[config.mk]
export PLATFORM = sky130hd
export DESIGN_NAME = button_edge_autofire_mapper_top
export DESIGN_NICKNAME = d
export VERILOG_FILES = /design/src/design/bemap_pkg.sv /design/src/design/button_edge_autofire_mapper_top.sv
export SDC_FILE = /design/constraint.sdc
export NUM_CORES = 1
export LEC_CHECK = 0
export BUFFER_PORTS_ARGS = -buffer_cell sky130_fd_sc_hd__buf_2
export CAP_MARGIN = 20
export CORE_MARGIN = 3
export CORE_UTILIZATION = 67
export CTS_BUF_LIST = sky130_fd_sc_hd__clkbuf_4 sky130_fd_sc_hd__clkbuf_8 sky130_fd_sc_hd__clkbuf_16
export DETAILED_ROUTE_END_ITERATION = 16
export GPL_TIMING_DRIVEN = 1
export PLACE_DENSITY = 0.95
export SETUP_SLACK_MARGIN = 0.02
export SLEW_MARGIN = 20
export SYNTH_ARGS = -nofsm -noshare
export SYNTH_HDL_FRONTEND = slang
export SYNTH_SLANG_ARGS = --single-unit
[constraint.sdc]
create_clock -name clk -period 17.6 [get_ports clk]
set_clock_uncertainty 0.15 [all_clocks]
set_input_delay 0.88 -clock clk [delete_from_list [all_inputs] [get_ports clk]]
set_output_delay 0.88 -clock clk [all_outputs]
set_load 0.05 [all_outputs]
[src/design/bemap_pkg.sv]
// ----------------------------------------------------------------------------
// bemap_pkg
// Shared types and constants for the button edge / autofire mapper.
// ----------------------------------------------------------------------------
package bemap_pkg;

  localparam int BUTTON_COUNT_DEF = 22;
  localparam int MAX_BUTTONS      = 32;
  localparam int MASK_W           = 22;
  localparam int BIDX_W           = 5;
  localparam int TIME_W           = 32;
  localparam int INTERVAL_W       = 16;
  localparam int CFG_IDX_W        = 2;

  localparam logic [INTERVAL_W-1:0] INTERVAL_RST = INTERVAL_W'(90);

  // configuration register indexes
  localparam logic [CFG_IDX_W-1:0] CFG_CHORD    = 2'd0;
  localparam logic [CFG_IDX_W-1:0] CFG_MACRO    = 2'd1;
  localparam logic [CFG_IDX_W-1:0] CFG_RAPID    = 2'd2;
  localparam logic [CFG_IDX_W-1:0] CFG_INTERVAL = 2'd3;

  // request types
  localparam logic REQ_SAMPLE      = 1'b0;
  localparam logic REQ_RELEASE_ALL = 1'b1;

  typedef enum logic [1:0] {
    EV_PRESS   = 2'd0,
    EV_RELEASE = 2'd1,
    EV_TAP     = 2'd2,
    EV_MACRO   = 2'd3
  } ev_code_t;

  typedef struct packed {
    logic              req_type;
    logic [MASK_W-1:0] button_levels;
    logic              sample_valid;
    logic [TIME_W-1:0] now_ms;
  } in_item_t;

  typedef struct packed {
    logic [BIDX_W-1:0] button_index;
    ev_code_t          event_code;
    logic              last_event;
  } out_item_t;

endpackage

[src/design/button_edge_autofire_mapper_top.sv]
// ----------------------------------------------------------------------------
// button_edge_autofire_mapper_top
// Walks the buttons of each sample against the previous levels and a
// per-button last fire time kept in a synchronous memory.
// ----------------------------------------------------------------------------
// flow: invalid or seeding samples finish in the accept cycle; sample and
//   release-all requests walk the buttons through the start, walk and flush
//   states; flush offers the last event, if any, once the output takes it
// throughput: one item at a time, one button per cycle set by the single read and
//   write port of the fire time memory, unless an output stall holds the walk
// reset: synchronous active low; masks clear, interval returns to 90, levels,
//   seeded flag and fire time valid bits clear; no clearing pass is needed
module button_edge_autofire_mapper_top #(
  parameter int BUTTON_COUNT = bemap_pkg::BUTTON_COUNT_DEF
) (
  input  logic                                clk,
  input  logic                                rst_n,
  input  logic                                in_valid,
  output logic                                in_ready,
  input  bemap_pkg::in_item_t                 in_data,
  output logic                                out_valid,
  input  logic                                out_ready,
  output bemap_pkg::out_item_t                out_data,
  input  logic                                cfg_we,
  input  logic [bemap_pkg::CFG_IDX_W-1:0]     cfg_index,
  input  logic [bemap_pkg::MASK_W-1:0]        cfg_wdata
);

  localparam int IDXW = (BUTTON_COUNT > 1) ? $clog2(BUTTON_COUNT) : 1;
  localparam logic [IDXW-1:0] LAST_IDX = IDXW'(BUTTON_COUNT - 1);

  typedef enum logic [3:0] {
    ST_IDLE  = 4'b0001,
    ST_START = 4'b0010,
    ST_WALK  = 4'b0100,
    ST_FLUSH = 4'b1000
  } state_t;

  // configuration
  logic [bemap_pkg::MASK_W-1:0]     chord_r, macro_r, rapid_r;
  logic [bemap_pkg::INTERVAL_W-1:0] interval_r;

  // block state
  state_t                      state_r, state_nxt;
  logic [BUTTON_COUNT-1:0]     prev_r, prev_nxt;
  logic                        seeded_r, seeded_nxt;
  logic [BUTTON_COUNT-1:0]     fire_vld_r, fire_vld_nxt;
  logic [IDXW-1:0]             idx_r, idx_nxt;

  // latched item
  logic                        req_r;
  logic [BUTTON_COUNT-1:0]     levels_r;
  logic [bemap_pkg::TIME_W-1:0] now_r;

  // pending event, held until the next one shows whether it is the last
  logic                        pend_vld_r, pend_vld_nxt;
  logic [IDXW-1:0]             pend_idx_r;
  bemap_pkg::ev_code_t         pend_code_r;

  logic                        out_valid_r, out_valid_nxt;
  bemap_pkg::out_item_t        out_data_r;

  // fire time memory
  logic [bemap_pkg::TIME_W-1:0] fire_mem [BUTTON_COUNT];
  logic [bemap_pkg::TIME_W-1:0] mem_rdata_r;
  logic                         mem_re, mem_we;
  logic [IDXW-1:0]              mem_raddr;

  // widened views
  logic [bemap_pkg::MAX_BUTTONS-1:0] lev_ext, chord_ext, macro_ext, rapid_ext;
  logic [BUTTON_COUNT-1:0]           lev_n, chord_n, macro_n, rapid_n;

  // per-button evaluation
  logic                         accept;
  logic                         can_push, push, push_last, advance;
  logic                         ev_hit, fire_wr, prev_bit;
  bemap_pkg::ev_code_t          ev_code;
  logic                         b_chord, b_macro, b_rapid, b_pressed, b_was;
  logic                         rising, elapsed, rdy;
  logic [bemap_pkg::TIME_W-1:0] lft;

  assign lev_ext   = bemap_pkg::MAX_BUTTONS'(in_data.button_levels);
  assign chord_ext = bemap_pkg::MAX_BUTTONS'(chord_r);
  assign macro_ext = bemap_pkg::MAX_BUTTONS'(macro_r);
  assign rapid_ext = bemap_pkg::MAX_BUTTONS'(rapid_r);
  assign lev_n     = lev_ext[BUTTON_COUNT-1:0];
  assign chord_n   = chord_ext[BUTTON_COUNT-1:0];
  assign macro_n   = macro_ext[BUTTON_COUNT-1:0];
  assign rapid_n   = rapid_ext[BUTTON_COUNT-1:0];

  assign in_ready  = (state_r == ST_IDLE);
  assign accept    = in_valid && in_ready;
  assign can_push  = !out_valid_r || out_ready;
  assign out_valid = out_valid_r;
  assign out_data  = out_data_r;

  always_comb begin
    b_chord   = chord_n[idx_r];
    b_macro   = macro_n[idx_r];
    b_rapid   = rapid_n[idx_r];
    b_pressed = levels_r[idx_r];
    b_was     = prev_r[idx_r];
    rising    = b_pressed && !b_was;
    lft       = fire_vld_r[idx_r] ? mem_rdata_r : '0;
    elapsed   = (now_r - lft) >= bemap_pkg::TIME_W'(interval_r);
    rdy       = b_rapid && (rising || elapsed);
    ev_hit    = 1'b0;
    ev_code   = bemap_pkg::EV_PRESS;
    fire_wr   = 1'b0;
    prev_bit  = b_was;
    if (req_r == bemap_pkg::REQ_RELEASE_ALL) begin
      if (b_was && b_chord && !b_rapid) begin
        ev_hit  = 1'b1;
        ev_code = bemap_pkg::EV_RELEASE;
      end
    end else if (b_chord || b_macro) begin
      prev_bit = b_pressed;
      if (b_pressed) begin
        if (b_chord) begin
          if (rdy) begin
            ev_hit  = 1'b1;
            ev_code = bemap_pkg::EV_TAP;
            fire_wr = 1'b1;
          end else if (rising) begin
            ev_hit  = 1'b1;
            ev_code = bemap_pkg::EV_PRESS;
          end
        end else if (rising || rdy) begin
          ev_hit  = 1'b1;
          ev_code = bemap_pkg::EV_MACRO;
          fire_wr = 1'b1;
        end
      end else if (b_was && b_chord && !b_rapid) begin
        ev_hit  = 1'b1;
        ev_code = bemap_pkg::EV_RELEASE;
      end
    end
  end

  // walk and flush control
  always_comb begin
    state_nxt    = state_r;
    idx_nxt      = idx_r;
    prev_nxt     = prev_r;
    seeded_nxt   = seeded_r;
    fire_vld_nxt = fire_vld_r;
    pend_vld_nxt = pend_vld_r;
    push         = 1'b0;
    push_last    = 1'b0;
    advance      = 1'b0;
    mem_re       = 1'b0;
    mem_we       = 1'b0;
    mem_raddr    = idx_r;
    case (state_r)
      ST_IDLE: begin
        if (accept) begin
          if (in_data.req_type == bemap_pkg::REQ_RELEASE_ALL) begin
            state_nxt = ST_START;
          end else if (in_data.sample_valid) begin
            if (!seeded_r) begin
              prev_nxt   = lev_n;
              seeded_nxt = 1'b1;
            end else begin
              state_nxt = ST_START;
            end
          end
        end
      end
      ST_START: begin
        mem_re    = 1'b1;
        mem_raddr = '0;
        idx_nxt   = '0;
        state_nxt = ST_WALK;
      end
      ST_WALK: begin
        // a new event pushes the older pending one out
        advance = !(ev_hit && pend_vld_r) || can_push;
        if (advance) begin
          push     = ev_hit && pend_vld_r;
          mem_we   = fire_wr;
          prev_nxt[idx_r] = prev_bit;
          if (fire_wr) begin
            fire_vld_nxt[idx_r] = 1'b1;
          end
          if (ev_hit) begin
            pend_vld_nxt = 1'b1;
          end
          if (idx_r == LAST_IDX) begin
            state_nxt = ST_FLUSH;
          end else begin
            idx_nxt   = idx_r + 1'b1;
            mem_re    = 1'b1;
            mem_raddr = idx_r + 1'b1;
          end
        end
      end
      ST_FLUSH: begin
        if (!pend_vld_r || can_push) begin
          push         = pend_vld_r;
          push_last    = 1'b1;
          pend_vld_nxt = 1'b0;
          state_nxt    = ST_IDLE;
          if (req_r == bemap_pkg::REQ_RELEASE_ALL) begin
            prev_nxt     = '0;
            seeded_nxt   = 1'b0;
            fire_vld_nxt = '0;
          end
        end
      end
      default: begin
        state_nxt = ST_IDLE;
      end
    endcase
    if (push) begin
      out_valid_nxt = 1'b1;
    end else if (out_ready) begin
      out_valid_nxt = 1'b0;
    end else begin
      out_valid_nxt = out_valid_r;
    end
  end

  always_ff @(posedge clk) begin
    if (!rst_n) begin
      state_r     <= ST_IDLE;
      prev_r      <= '0;
      seeded_r    <= 1'b0;
      fire_vld_r  <= '0;
      idx_r       <= '0;
      pend_vld_r  <= 1'b0;
      out_valid_r <= 1'b0;
      chord_r     <= '0;
      macro_r     <= '0;
      rapid_r     <= '0;
      interval_r  <= bemap_pkg::INTERVAL_RST;
    end else begin
      state_r     <= state_nxt;
      prev_r      <= prev_nxt;
      seeded_r    <= seeded_nxt;
      fire_vld_r  <= fire_vld_nxt;
      idx_r       <= idx_nxt;
      pend_vld_r  <= pend_vld_nxt;
      out_valid_r <= out_valid_nxt;
      if (cfg_we) begin
        case (cfg_index)
          bemap_pkg::CFG_CHORD:    chord_r    <= cfg_wdata;
          bemap_pkg::CFG_MACRO:    macro_r    <= cfg_wdata;
          bemap_pkg::CFG_RAPID:    rapid_r    <= cfg_wdata;
          bemap_pkg::CFG_INTERVAL: interval_r <= cfg_wdata[bemap_pkg::INTERVAL_W-1:0];
          default: ;
        endcase
      end
    end
  end

  // payload registers
  always_ff @(posedge clk) begin
    if (accept) begin
      req_r    <= in_data.req_type;
      levels_r <= lev_n;
      now_r    <= in_data.now_ms;
    end
    if (state_r == ST_WALK && advance && ev_hit) begin
      pend_idx_r  <= idx_r;
      pend_code_r <= ev_code;
    end
    if (push) begin
      out_data_r.button_index <= bemap_pkg::BIDX_W'(pend_idx_r);
      out_data_r.event_code   <= pend_code_r;
      out_data_r.last_event   <= push_last;
    end
  end

  // fire time memory, one read and one write port
  always_ff @(posedge clk) begin
    if (mem_we) begin
      fire_mem[idx_r] <= now_r;
    end
    if (mem_re) begin
      mem_rdata_r <= fire_mem[mem_raddr];
    end
  end

endmodule

==> results of run 1 <==
[stage by stage]
stage | total power [W] | setup slack (ps) | hold slack (ps) | cell area [sq um]
2_1_floorplan | 0.00314 | 8640 | 250 | 39900
3_3_place_gp | 0.00332 | 7270 | 256 | 41100
3_5_place_dp | 0.00336 | 6710 | 258 | 41100
4_1_cts | 0.00531 | 6470 | 216 | 44100
5_1_grt | 0.00547 | 5680 | 224 | 44100
6_report | 0.00534 | 6120 | 237 | 44100
[routing by layer]
layer / vias to the layer above / share of wire
met4: 2 / 0.063
met5: - / 0.000064
met2: 2472 / 0.47
met1: 13200 / 0.33
met3: 540 / 0.14
li1: 11500 / -
[how the worst max path moves through the flow]
stage,start,end,slack [ps],cells after the start
floorplan,idx_r[0]$_SDFF_PN0_,mem_rdata_r[0]$_DFFE_PP_,8640,28
global placement,idx_r[4]$_SDFF_PN0_,mem_rdata_r[18]$_DFFE_PP_,7270,31
detailed placement,idx_r[4]$_SDFF_PN0_,mem_rdata_r[23]$_DFFE_PP_,6710,31
CTS,idx_r[4]$_SDFF_PN0_,mem_rdata_r[21]$_DFFE_PP_,6470,31
global route,idx_r[4]$_SDFF_PN0_,mem_rdata_r[17]$_DFFE_PP_,5680,31
finish,idx_r[4]$_SDFF_PN0_,mem_rdata_r[21]$_DFFE_PP_,6120,31
[cells in the mapped netlist (all sizes together) (8+ instances only)]
library cell,instances,area (sq um)
a21boi,81,608
a21o,13,97.6
a21oi,70,350
a22oi,10,80.1
a31oi,58,369
a32oi,63,552
and2,11,71.3
and3,8,50.1
buf,89,588
clkbuf,100,379
dfxtp,138,2760
edfxtp,806,24200
ha,53,663
inv,31,116
mux2i,213,2130
mux4,23,518
nand2,679,2560
nand2b,8,50.1
nand3,232,1160
nand4,12,75.1
nor2,103,417
nor3,13,76.3
o211a,24,240
o211ai,10,75.1
o21ai,32,160
o22a,31,272
o311ai,22,210
xnor2,15,131
xor2,12,105
[report_power, final]
part | internal, W | switching (W) | total, W
combinational | 0.000204 | 0.000383 | 0.000588
clock | 0.00114 | 0.000842 | 0.00198
sequential | 0.00263 | 0.000144 | 0.00278
total | 0.00397 | 0.00137 | 0.00534
[final cells by class]
cell class,instances,area (sq um),area share
well taps,765,957,0.0217
clock buffers,110,2480,0.0562
inverters,31,116,0.00264
multi-input cells,1893,12100,0.275
clock inverters,57,539,0.0122
flip-flops and latches,944,27000,0.611
repair buffers,153,946,0.0214
[logic make-up (layout without fill, tap and decap cells)]
group,Yosys count,after routing,share of synthesized area
and+or+nand+nor,1104,1104,0.119
DFF,944,944,0.675
adders and majority gates,54,54,0.0171
xor gates and xnor gates,27,27,0.00592
AOI/OAI and AO/OA,466,466,0.0876
buffers and inverters,220,351,0.0271
muxes,242,242,0.0681
==> reports/results.tsv, run 1 <==
stage	metric	value	unit
outcome	run_status	finished clean	
timing	worstMarginPinSlew	1260	ps
timing	fmax	0.0871	GHz
power_and_ir_drop	vdd_drop_max	0.121	mV
synthesis	yosysWarnings	0	
clocking	tritoncts	done	
cells_and_area	area_growth	10.5	%
critical_path	path_class	flip-flop to flip-flop	
die	rows	88	
cells_and_area	post-route-util	0.756	
placement	hpwlAfterDp	58.3	mm
routing	num_vias	27800	
hold_path	hold_path_startpoint	in_data[26]	
cells_and_area	antennaDiodeCount	0	
cells_and_area	layout.cells.non_filler	3953	
timing	rsz0062_at_grt	no	
die	initial_core_util	0.684	
synthesis	synthCells	3057	
critical_path	ff2ff_setup_slack	6120	ps
clocking	clk_path_buf_depth	3	
synthesis	async_reset_ff_frac	0	
clocking	cts_num_sinks	944	
clocking	cts_resized	0	
critical_path	path_max_fanout	115	
synthesis	ys_types	87	
critical_path	critical_path.endpoint_type	flip-flop	
synthesis	syn-num-nets	3196	
timing	final.period_utilization	0.652	
cells_and_area	mostFrequentLayoutCell	edfxtp_1	
hold_path	hold_end	now_r[26]$_DFFE_PP_	
clocking	cts_buffers	91	
cells_and_area	largest_reg_flops	704	
hold_path	hold_class	primary input to flip-flop	
critical_path	cpMaxStageDelayCell	buf_4	
global_routing	grt_pass1_vias	27300	
critical_path	rr_endpoint	mem_rdata_r[21]$_DFFE_PP_	
critical_path	path_delay_family	simple AND/OR/NAND/NOR gates	
placement	io_buffers	94	
global_routing	met3_usage	0.0808	
routing	postRouteAntennaNets	0	
die	die_w	250	microns
cells_and_area	drive_above_1_share	0.124	
die	die_height	250	microns
global_routing	grt_max_degree	117	
cells_and_area	largest-register	fire_mem	
routing	viasPerCell	7.02	
placement	gp_congestion	0.990	
die	coreArea	58400	sq um
global_routing	grt_pass1_wl	161	mm
power_and_ir_drop	power_density	121	nW/um^2
global_routing	grt-busiest-layer	met2	
routing	drt_first_pass_iters	8	
timing	setup_tns	0	ps
cells_and_area	fill_cells	3118	
timing	setup_viol	0	
placement	placed_cells	3784	
routing	wl	110	mm
synthesis	syn_area_per_cell	13.1	sq um
clocking	cts_root_buffer	clkbuf_16	
clocking	postCtsSetupRepairBufs	0	
critical_path	start_kind	flip-flop	
critical_path	path_buf_inv	4	
cells_and_area	reg_top3	fire_mem (704), mem_rdata_r (32), now_r (32)	
global_routing	grt_overflow	0	
job	drv_cap	0	
global_routing	grt_use_met1	0.436	
routing	remaining_drc_errors	0	
critical_path	timing.rr.start	idx_r[4]$_SDFF_PN0_	
die	dieArea	62600	sq um
power_and_ir_drop	leakage	14.9	nW
global_routing	antenna_found_initial	1	
clocking	clk_latency	670	ps
global_routing	grt_usage	0.342	
routing	drtIter0Drc	4319	
synthesis	synth_edf_count	806	
die	num_io_pins	95	
critical_path	reg2reg_depth	31	
timing	hold_violations	0	
cells_and_area	nets	3253	
global_routing	use_met2	0.542	
synthesis	ys.flop_type	edfxtp_1	
critical_path	critPathArrivalTime	11730	ps
timing	slew_viol_final	0	
critical_path	worst_ep_required_time	17860	ps
hold_path	hold_depth	1	
clocking	htree_levels	3	
synthesis	ys_seq_elements	944	
clocking	clkTransAtPathRegs	60	ps
routing	wl_per_cell	27.8	microns
timing	period_needed	11480	ps
critical_path	slowest_delay	920	ps
synthesis	yosysSeqAreaShare	0.675	
cells_and_area	final_cell_mix	edfxtp_1 (806), nand2_1 (674), nand3_1 (232)	
timing	max_slew_margin	0.161	
clocking	hold_buffers	0	
synthesis	syn_area	39900	sq um
Note: power is estimated with default switching activity, not from simulation.
==> inputs of run 2 (changes only) <==
- CORE_UTILIZATION: 67 -> 62
- PLACE_DENSITY: 0.95 -> 0.9
- clock period: 17.6 -> 11.5 ns (I/O delays scaled with it)
==> run 2 against run 1 <==
Net effect:
- maximum frequency rose by 11%
- critical path depth fell by 3
- global-route usage fell by 0.69 points
- critical path type unchanged
- critical endpoint is now mem_rdata_r[20]$_DFFE_PP_
- largest cell class unchanged
- highest routed layer unchanged
==> reports/results.tsv, run 2 (synthesized netlist as in run 1, its figures left out) <==
stage	metric	value	unit
timing	final.period_utilization	0.899	
critical_path	path_class	flip-flop to flip-flop	
routing	drtIter0Drc	4827	
critical_path	critPathArrivalTime	10590	ps
routing	postRouteAntennaNets	0	
timing	rsz0062_at_grt	no	
cells_and_area	largest_reg_flops	704	
critical_path	reg2reg_depth	28	
global_routing	grt_max_degree	192	
power_and_ir_drop	power_frac_comb	0.115	
die	die_height	260	microns
timing	setup_slack	1160	ps
critical_path	path_max_fanout	38	
placement	placed_cells	3866	
critical_path	worst_ep_required_time	11760	ps
hold_path	hold_class	primary input to flip-flop	
timing	period_needed	10340	ps
critical_path	critical_path.endpoint_type	flip-flop	
critical_path	cp_common_cell	nand3_1	
clocking	clk_latency	690	ps
placement	pre_cts_ws	1740	ps
clocking	tritoncts	done	
power_and_ir_drop	pwr-share-seq	0.508	
cells_and_area	layout.cells.non_filler	4096	
critical_path	cpMaxStageDelayCell	a22o_2	
timing	slew_viol_final	0	
die	rows	92	
power_and_ir_drop	power_density	185	nW/um^2
job	drv_cap	0	
placement	io_buffers	94	
global_routing	grt_usage	0.335	
timing	fmax	0.0967	GHz
routing	viasPerCell	6.85	
cells_and_area	area_growth	12.9	%
power_and_ir_drop	p_sw_frac	0.261	
power_and_ir_drop	p_total	0.00833	W
routing	wl	114	mm
outcome	run_status	finished clean	
cells_and_area	antennaDiodeCount	0	
power_and_ir_drop	leakage	15.2	nW
timing	setup_tns	0	ps
die	initial_core_util	0.629	
timing	worstMarginPinSlew	1280	ps
critical_path	start_kind	flip-flop	
global_routing	antenna_found_initial	1	
clocking	clk_path_buf_depth	3	
clocking	cts_resized	0	
die	dieArea	67500	sq um
cells_and_area	nets	3312	
global_routing	grt_overflow	0	
clocking	cts_num_sinks	944	
cells_and_area	reg_top3	fire_mem (704), mem_rdata_r (32), now_r (32)	
timing	hold_violations	0	
routing	num_vias	28100	
clocking	clkTransAtPathRegs	60	ps
cells_and_area	drive_above_1_share	0.123	
power_and_ir_drop	power_switching	0.00218	W
clocking	cts_root_buffer	clkbuf_16	
cells_and_area	mostFrequentLayoutCell	edfxtp_1	
clocking	cts_buffers	92	
die	num_io_pins	95	
routing	drt_first_pass_iters	9	
placement	hpwlAfterDp	64.6	mm
die	die_w	260	microns
routing	remaining_drc_errors	0	
cells_and_area	fill_cells	3687	
clocking	htree_levels	3	
global_routing	grt_pass1_vias	27900	
clocking	postCtsSetupRepairBufs	0	
cells_and_area	final_cell_mix	edfxtp_1 (806), nand2_1 (674), nand3_1 (232)	
timing	setup_viol	0	
placement	gp_congestion	0.949	
die	coreArea	63400	sq um
routing	wl_per_cell	27.8	microns
power_and_ir_drop	p_clk_frac	0.377	
timing	max_slew_margin	0.146	
critical_path	slowest_delay	1000	ps
cells_and_area	largest-register	fire_mem	
power_and_ir_drop	vdd_drop_max	0.146	mV
global_routing	grt_pass1_wl	170	mm
hold_path	hold_depth	3	
power_and_ir_drop	p_int	0.00615	W
clocking	hold_buffers	54	
run 2: changes by cell type in the layout (fill, tap and decap cells not counted), sizes merged:
cell / delta
bufinv: +1
clkinv: -8
buf: +3
clkbuf: +11
dlygate4sd3: +55
run 2: metal layers:
layer | routed length, microns | GRT usage | vias to the layer above
li1 | - | - | 11600
met1 | 37300 | 0.413 | 13500
met2 | 54500 | 0.544 | 2449
met3 | 14800 | 0.0822 | 529
met4 | 7340 | 0.191 | 2
met5 | 13 | 0 | -
run 2: per-stage QoR:
step	cell area, sq um	util	hold WS [ps]
floorplan	39900	-	250
global placement	41200	0.649	259
detailed placement	41300	0.652	255
CTS	45000	0.709	1.22
global route	45100	0.711	71.5
finish	45100	0.711	57.1
run 2: path summary, 6_finish.rpt:
check                                              from                         to  slack, ps
worst max register to register      idx_r[4]$_SDFF_PN0_  mem_rdata_r[20]$_DFFE_PP_       1160
worst max-delay path                idx_r[4]$_SDFF_PN0_  mem_rdata_r[20]$_DFFE_PP_       1160
worst min-delay path                      cfg_wdata[17]   macro_n[17]$_SDFFE_PN0P_         60
worst min register to register  pend_idx_r[1]$_DFFE_PP_      out_data[4]$_DFFE_PP_        260
run 2: critical path: cells and delay by family (launching register included):
family	cells	cell delay, ps
DFF	1	700
adders and majority gates	2	680
xor gates and xnor gates	1	160
buffers and inverters	1	380
AOI/OAI and AO/OA	12	4620
and+or+nand+nor	12	3310
run 2: power groups by stage:
stage / registers (W) / logic, W / clock network (W)
global route: 0.00424 / 0.00102 / 0.00326
detailed placement: 0.00429 / 0.000891 / 0
CTS: 0.00422 / 0.000922 / 0.00311
finish: 0.00423 / 0.000955 / 0.00314
floorplan: 0.00423 / 0.000577 / 0
global placement: 0.00427 / 0.000858 / 0
run 2: cell type report:
class | count | area, sq um | area share
Sequential cell | 944 | 27000 | 0.598
Multi-Input combinational cell | 1893 | 12100 | 0.269
Clock buffer | 121 | 2540 | 0.0563
Timing Repair Buffer | 211 | 1710 | 0.0379
Tap cell | 846 | 1060 | 0.0235
Clock inverter | 50 | 564 | 0.0125
Inverter | 31 | 116 | 0.00258
